$ cat config.mk
export PLATFORM = sky130hd
export DESIGN_NAME = modular_exponentiation
export DESIGN_NICKNAME = d
export VERILOG_FILES = /design/src/hw/rtl/modexp_pkg.sv /design/src/hw/rtl/modular_exponentiation.sv
export VERILOG_INCLUDE_DIRS = /design/src /design/src/hw/rtl
export SDC_FILE = /design/constraint.sdc
export NUM_CORES = 1
export LEC_CHECK = 0
export ABC_AREA = 1
export BUFFER_PORTS_ARGS = -buffer_cell sky130_fd_sc_hd__clkbuf_2
export CORE_ASPECT_RATIO = 1.4
export CORE_MARGIN = 10
export CORE_UTILIZATION = 47
export CTS_CLUSTER_SIZE = 40
export DETAILED_ROUTE_END_ITERATION = 6
export GPL_ROUTABILITY_DRIVEN = 1
export GPL_TIMING_DRIVEN = 0
export PLACE_DENSITY = 0.69
export SETUP_SLACK_MARGIN = 0.02
export SYNTH_ARGS = -nofsm -noshare
export SYNTH_HDL_FRONTEND = slang
export SYNTH_SLANG_ARGS = --single-unit
$ cat constraint.sdc
create_clock -name clk -period 10.2 [get_ports clk]
set_input_delay 0.51 -clock clk [delete_from_list [all_inputs] [get_ports clk]]
set_output_delay 0.51 -clock clk [all_outputs]
set_load 0.02 [all_outputs]
$ cat src/hw/rtl/modular_exponentiation_macros.svh
// Assertion macros for the modular exponentiation block.
// Used by modular_exponentiation.sv; expects clk and arst_n in scope.
`ifndef MODULAR_EXPONENTIATION_MACROS_SVH
`define MODULAR_EXPONENTIATION_MACROS_SVH

// Same-cycle implication, disabled while reset is asserted
`define MEX_ASSERT_IMP(lbl, ante, cons, msg) \
	lbl: assert property (@(posedge clk) disable iff (!arst_n) (ante) |-> (cons)) \
		else $error(msg);

// Next-cycle implication, disabled while reset is asserted
`define MEX_ASSERT_NXT(lbl, ante, cons, msg) \
	lbl: assert property (@(posedge clk) disable iff (!arst_n) (ante) |=> (cons)) \
		else $error(msg);

`endif

$ cat src/hw/rtl/modexp_pkg.sv
// Types and fixed constants for the modular exponentiation block.
// No dependencies; imported by modular_exponentiation.sv.
package modexp_pkg;

	// Fixed field widths of the ports
	localparam int DATA_W = 32;
	localparam int EXP_W  = 31;

	// Sequencer states, one-hot
	typedef enum logic [5:0] {
		S_IDLE   = 6'b000001,
		S_REDUCE = 6'b000010,
		S_SEQ    = 6'b000100,
		S_DBL    = 6'b001000,
		S_ADD    = 6'b010000,
		S_DONE   = 6'b100000
	} mex_state_t;

endpackage

$ cat src/hw/rtl/modular_exponentiation.sv
// Sequence: base reduction by restoring division, then per modular multiply one setup
//   step and a shift-and-add over the multiplier bits, one multiply per set exponent bit
//   and one square per exponent bit below the top one; a final state loads the output.
// Flow: one word at a time; in_ready is high only between items, while the sequencer
//   is idle; all arithmetic goes through the single shared add/compare/subtract unit.
// Reset: arst_n clears the sequencer and the output valid; data registers are not reset.
`include "modular_exponentiation_macros.svh"

module modular_exponentiation
	import modexp_pkg::*;
#(
	parameter int WIDTH = 32
) (
	input  logic              clk,
	input  logic              arst_n,
	input  logic              in_valid,
	output logic              in_ready,
	input  logic [DATA_W-1:0] base,
	input  logic [EXP_W-1:0]  exponent,
	input  logic [DATA_W-1:0] modulus,
	output logic              out_valid,
	input  logic              out_ready,
	output logic [DATA_W-1:0] power_result
);

	localparam int CNT_W = $clog2(WIDTH);
	localparam logic [CNT_W-1:0] CNT_LAST = CNT_W'(WIDTH - 1);

	mex_state_t state_q;

	logic [WIDTH-1:0] m_q;      // modulus
	logic [WIDTH-1:0] b_q;      // running base
	logic [WIDTH-1:0] acc_q;    // accumulator
	logic [WIDTH-1:0] x_q;      // multiplicand
	logic [WIDTH-1:0] y_q;      // multiplier / dividend, shifted MSB first
	logic [WIDTH-1:0] r_q;      // partial remainder / partial product
	logic [EXP_W-1:0] e_q;      // remaining exponent bits
	logic [CNT_W-1:0] cnt_q;
	logic             sq_phase_q;  // multiply of this exponent bit already done
	logic             tgt_sq_q;    // current multiply is a square
	logic             out_valid_q;
	logic [DATA_W-1:0] power_result_q;

	// Size conversion between port width and datapath width
	logic [WIDTH+DATA_W-1:0] base_ext;
	logic [WIDTH+DATA_W-1:0] mod_ext;
	logic [WIDTH+DATA_W-1:0] acc_ext;
	logic [WIDTH-1:0]        base_w;
	logic [WIDTH-1:0]        mod_w;
	logic [DATA_W-1:0]       acc_out;

	assign base_ext = {{WIDTH{1'b0}}, base};
	assign mod_ext  = {{WIDTH{1'b0}}, modulus};
	assign acc_ext  = {{DATA_W{1'b0}}, acc_q};
	assign base_w   = base_ext[WIDTH-1:0];
	assign mod_w    = mod_ext[WIDTH-1:0];
	assign acc_out  = acc_ext[DATA_W-1:0];

	// Shared unit: (r + opb + cin) mod m, for operands below m
	logic [WIDTH-1:0] opb;
	logic             cin;
	logic [WIDTH:0]   sum;
	logic [WIDTH:0]   diff;
	logic             ge;
	logic [WIDTH-1:0] res;

	assign opb  = (state_q == S_ADD) ? x_q : r_q;
	assign cin  = (state_q == S_REDUCE) & y_q[WIDTH-1];
	assign sum  = {1'b0, r_q} + {1'b0, opb} + {{WIDTH{1'b0}}, cin};
	assign diff = sum - {1'b0, m_q};
	assign ge   = sum >= {1'b0, m_q};
	assign res  = ge ? diff[WIDTH-1:0] : sum[WIDTH-1:0];

	logic accept_in;
	logic out_free;
	logic last_bit;

	assign accept_in = in_valid & in_ready;
	assign out_free  = ~out_valid_q | out_ready;
	assign last_bit  = (cnt_q == '0);

	// Sequencer and control state
	always_ff @(posedge clk or negedge arst_n) begin
		if (!arst_n) begin
			state_q     <= S_IDLE;
			out_valid_q <= 1'b0;
		end else begin
			if (out_valid_q && out_ready && (state_q != S_DONE)) begin
				out_valid_q <= 1'b0;
			end
			case (state_q)
				S_IDLE: begin
					if (accept_in) begin
						state_q <= (mod_w[WIDTH-1:1] == '0) ? S_DONE : S_REDUCE;
					end
				end
				S_REDUCE: begin
					if (last_bit) begin
						state_q <= S_SEQ;
					end
				end
				S_SEQ: begin
					if (e_q == '0) begin
						state_q <= S_DONE;
					end else if (!sq_phase_q && e_q[0]) begin
						state_q <= S_DBL;
					end else if (e_q[EXP_W-1:1] == '0) begin
						state_q <= S_DONE;
					end else begin
						state_q <= S_DBL;
					end
				end
				S_DBL: begin
					if (y_q[WIDTH-1]) begin
						state_q <= S_ADD;
					end else if (last_bit) begin
						state_q <= S_SEQ;
					end
				end
				S_ADD: begin
					state_q <= last_bit ? S_SEQ : S_DBL;
				end
				S_DONE: begin
					if (out_free) begin
						out_valid_q <= 1'b1;
						state_q     <= S_IDLE;
					end
				end
				default: begin
					state_q <= S_IDLE;
				end
			endcase
		end
	end

	// Datapath registers
	always_ff @(posedge clk) begin
		case (state_q)
			S_IDLE: begin
				if (accept_in) begin
					m_q        <= mod_w;
					e_q        <= exponent;
					y_q        <= base_w;
					r_q        <= '0;
					cnt_q      <= CNT_LAST;
					sq_phase_q <= 1'b0;
					// modulus one or zero yields zero
					acc_q      <= (mod_w[WIDTH-1:1] == '0) ? '0 : WIDTH'(1);
				end
			end
			S_REDUCE: begin
				// restoring division step: shift in the next base bit
				r_q   <= res;
				y_q   <= y_q << 1;
				cnt_q <= cnt_q - 1'b1;
				if (last_bit) begin
					b_q <= res;
				end
			end
			S_SEQ: begin
				r_q   <= '0;
				cnt_q <= CNT_LAST;
				if (!sq_phase_q && e_q[0]) begin
					x_q      <= acc_q;
					y_q      <= b_q;
					tgt_sq_q <= 1'b0;
				end else begin
					x_q      <= b_q;
					y_q      <= b_q;
					tgt_sq_q <= 1'b1;
				end
			end
			S_DBL, S_ADD: begin
				r_q <= res;
				// advance to the next multiplier bit unless an add is pending
				if (state_q == S_ADD || !y_q[WIDTH-1]) begin
					y_q   <= y_q << 1;
					cnt_q <= cnt_q - 1'b1;
					if (last_bit) begin
						if (tgt_sq_q) begin
							b_q        <= res;
							e_q        <= e_q >> 1;
							sq_phase_q <= 1'b0;
						end else begin
							acc_q      <= res;
							sq_phase_q <= 1'b1;
						end
					end
				end
			end
			S_DONE: begin
				if (out_free) begin
					power_result_q <= acc_out;
				end
			end
			default: begin
			end
		endcase
	end

	assign in_ready     = (state_q == S_IDLE);
	assign out_valid    = out_valid_q;
	assign power_result = power_result_q;

	// Checks
	`MEX_ASSERT_NXT(a_busy_after_accept, accept_in, !in_ready, "accepted word did not start work")
	`MEX_ASSERT_IMP(a_partial_reduced,
		(state_q == S_REDUCE) || (state_q == S_DBL) || (state_q == S_ADD),
		r_q < m_q, "partial remainder not below modulus")
	`MEX_ASSERT_IMP(a_operands_reduced, state_q == S_SEQ,
		(acc_q < m_q) && (b_q < m_q), "accumulator or base not below modulus")
	`MEX_ASSERT_NXT(a_hold_result, (state_q == S_DONE) && out_valid_q && !out_ready,
		(state_q == S_DONE) && out_valid_q, "pending result overwritten")

endmodule
==> reports/qor.txt <==
Via Count: 13,540
Row Count: 80
Via-to-Cell Ratio: 4.981
DRC viols: 0
FF-to-FF End: acc_out[24]
Yosys Warn Count: 0
Inserted Diodes: 0
Crit path required time: 10.49 ns
Worst hold stages: 1
Yosys top cell area share: 47.97%
CTS tree: built
CP Capture Type: flip-flop
GP Congestion: 0.9251
Critical R2R Launch: state_q[3]
Top_reg_cell synth: edfxtp_1
Fin crit share: 59.63%
Final setup viols: 0
Overall routed net length: 45,440 um
Post-CTS Hold Fix Bufs: 1
Hold Path End: m_q[0]
Max Clock Skew: 0.007803 ns
Final Max Slew Viols: 0
Post-synth EDFFs: 262
Post-synth ARST share: 2.602%
Post-synthesis cell count: 2,072
Min Hold Slack: 0.1272 ns
Core box area: 0.03423 mm^2
Die width: 177.9 um
Num ports: 133
Post-cts resize count: 0
Share of cells above drive strength 1: 12.17%
CTS Buf Count: 28
FF-to-FF setup slack: 4.12 ns
WS Path Type: flip-flop to flip-flop
Mapped Avg Cell Area: 7.915 um^2
Root Driver: clkbuf_16
Min-Delay Startpoint: modulus[0]
Endpoints failing hold: 0
Top post-synthesis cells by count: 861 x nand2_1, 338 x inv_1, 262 x edfxtp_1
Hold Path Class: input pin to flip-flop
Period minus WS final: 6.082 ns
Max Root-Sink Buffers: 3
DRT antenna net count: 0
Post-CTS Setup Repair Bufs: 0
WP buf/inv: 6
Die Area: 0.04287 mm^2
Startpoint Class: flip-flop
Layout net count: 2,414
Register area share after synthesis: 49.05%
Largest cells by area after synthesis: edfxtp_1 48%, nand2_1 20%, inv_1 7.7%, ha_1 4.9%, nor2_1 3.7%
Library cells used by synthesis: 43
PortBufs: 132
Seq cells post-synth: 269
Die Ht: 241.0 um
Global-route usage over all layers: 21.07%
Largest net degree at the start of global routing: 33
RSZ-0062 raised after global routing: false
Worst Path Max Fanout: 10
Starting Density: 47.91%
Layout overhead on the synthesized area: 14.49%
Worst path arrival time: 6.37 ns
Slowest cell on the critical path: clkbuf_1
CTS H-tree lvls: 1
DR WL/cell: 16.71 um
Reg clk slew, reported paths: 0.07 ns
Most used cell, CP: nand2_1
Worst skew pair latency: 0.56 ns
Post-DP HPWL: 37,370 um
Status: finished clean
CP peak stage delay: 0.59 ns
Mapped cell area: 0.01640 mm^2
Total gr overflow: 0
Max cap viols: 0
Clock Sinks: 269
Non-filler cells, final: 2,719
Number of global-route vias before repair: 13,330
Worst-Margin Slew: 1.018 ns
Setup_tns: 0 ns
Largest area contributor in the netlist: edfxtp_1
R2R cell count: 35
Placed insts: 2,667
First-pass GRT wire length: 70,590 um
DRT iter0 DRCs: 865
Achievable frequency: 164.4 MHz
Post-synth net total: 2,238
1st-pass router iterations: 5
Most frequent cell after synthesis: nand2_1
WP depth: 35
Delay-heaviest family, CP: simple AND/OR/NAND/NOR gates
Slew margin rel.: 31.58%
Initial antenna violation count: 0
[worst max path at each step]
stage          startpoint  slack (ns)     endpoint
2_1_floorplan  state_q[3]        5.34       b_q[0]
4_1_cts        state_q[3]        4.10  acc_out[24]
3_5_place_dp   state_q[3]        4.14      r_q[24]
5_1_grt        state_q[3]        3.67  acc_out[24]
6_report       state_q[3]        4.12  acc_out[24]
3_3_place_gp   state_q[3]        2.95      b_q[30]
[worst reg2reg max path, delay by kind of cell, from the launching register on]
| kind | cells | cell delay (ns) |
|---|---|---|
| buffers and inverters | 6 | 1.29 |
| DFF | 1 | 0.41 |
| and+or+nand+nor | 26 | 3.16 |
| adders and majority gates | 3 | 0.97 |
[logic make-up (layout without fill, tap and decap cells)]
| group | count (synthesis) | after routing | share of synthesized area, % |
|---|---|---|---|
| simple gates | 1212 | 1212 | 30.78 |
| buf+inv | 391 | 587 | 9.467 |
| flops | 269 | 269 | 49.05 |
| compound gates | 101 | 101 | 3.753 |
| fa+ha+maj | 67 | 67 | 5.249 |
| xor+xnor | 32 | 32 | 1.709 |
[layout by cell type (no fill, tap or decap), drive strengths merged, types with 8 or more instances in the layout]
master,instances
nand2,879
inv,352
edfxtp,262
clkbuf,184
nor2,172
nand3,72
ha,64
a21oi,46
buf,34
a22oi,32
xor2,22
nand3b,21
nor3,19
nor4,18
nand4,17
o21ai,14
xnor2,10
clkinv,9
and2,8
[final cells by class]
cell class,count,area [um^2]
Fill cell,3216,15460
Sequential cell,269,8044
Multi-Input combinational cell,1412,6843
Inverter,347,1303
Timing Repair Buffer,146,852.1
Clock buffer,29,704.4
Tap cell,451,564.3
Buffer,44,251.5
Clock inverter,21,215.2
[metrics by stage]
stage | setup slack, ns | util (%) | cell area, um^2
2_1_floorplan | 5.341 | - | 16400
3_3_place_gp | 2.945 | 51.49 | 17630
3_5_place_dp | 4.141 | 52.05 | 17820
4_1_cts | 4.100 | 54.77 | 18750
5_1_grt | 3.672 | 54.85 | 18780
6_report | 4.118 | 54.85 | 18780
[metal layers]
| layer | routed length (um) | vias up | track usage (%) |
|---|---|---|---|
| met5 | 0 | - | 0 |
| met4 | 1443 | 0 | 6.886 |
| met3 | 1983 | 70 | 2.143 |
| met2 | 23420 | 323 | 38.49 |
| met1 | 18590 | 6255 | 25.24 |
| li1 | - | 6894 | - |
[flip-flops by register name, summed over array words and instances, names as in the netlist, 31 cells and up]
signal,cells
acc_out,32
b_q,32
e_q,31
m_q,32
power_result,32
r_q,32
x_q,32
y_q,32
Power is left out: the tool's default activity adds up to more than one toggle a clock period on the data nets, which glitch-free logic cannot reach.
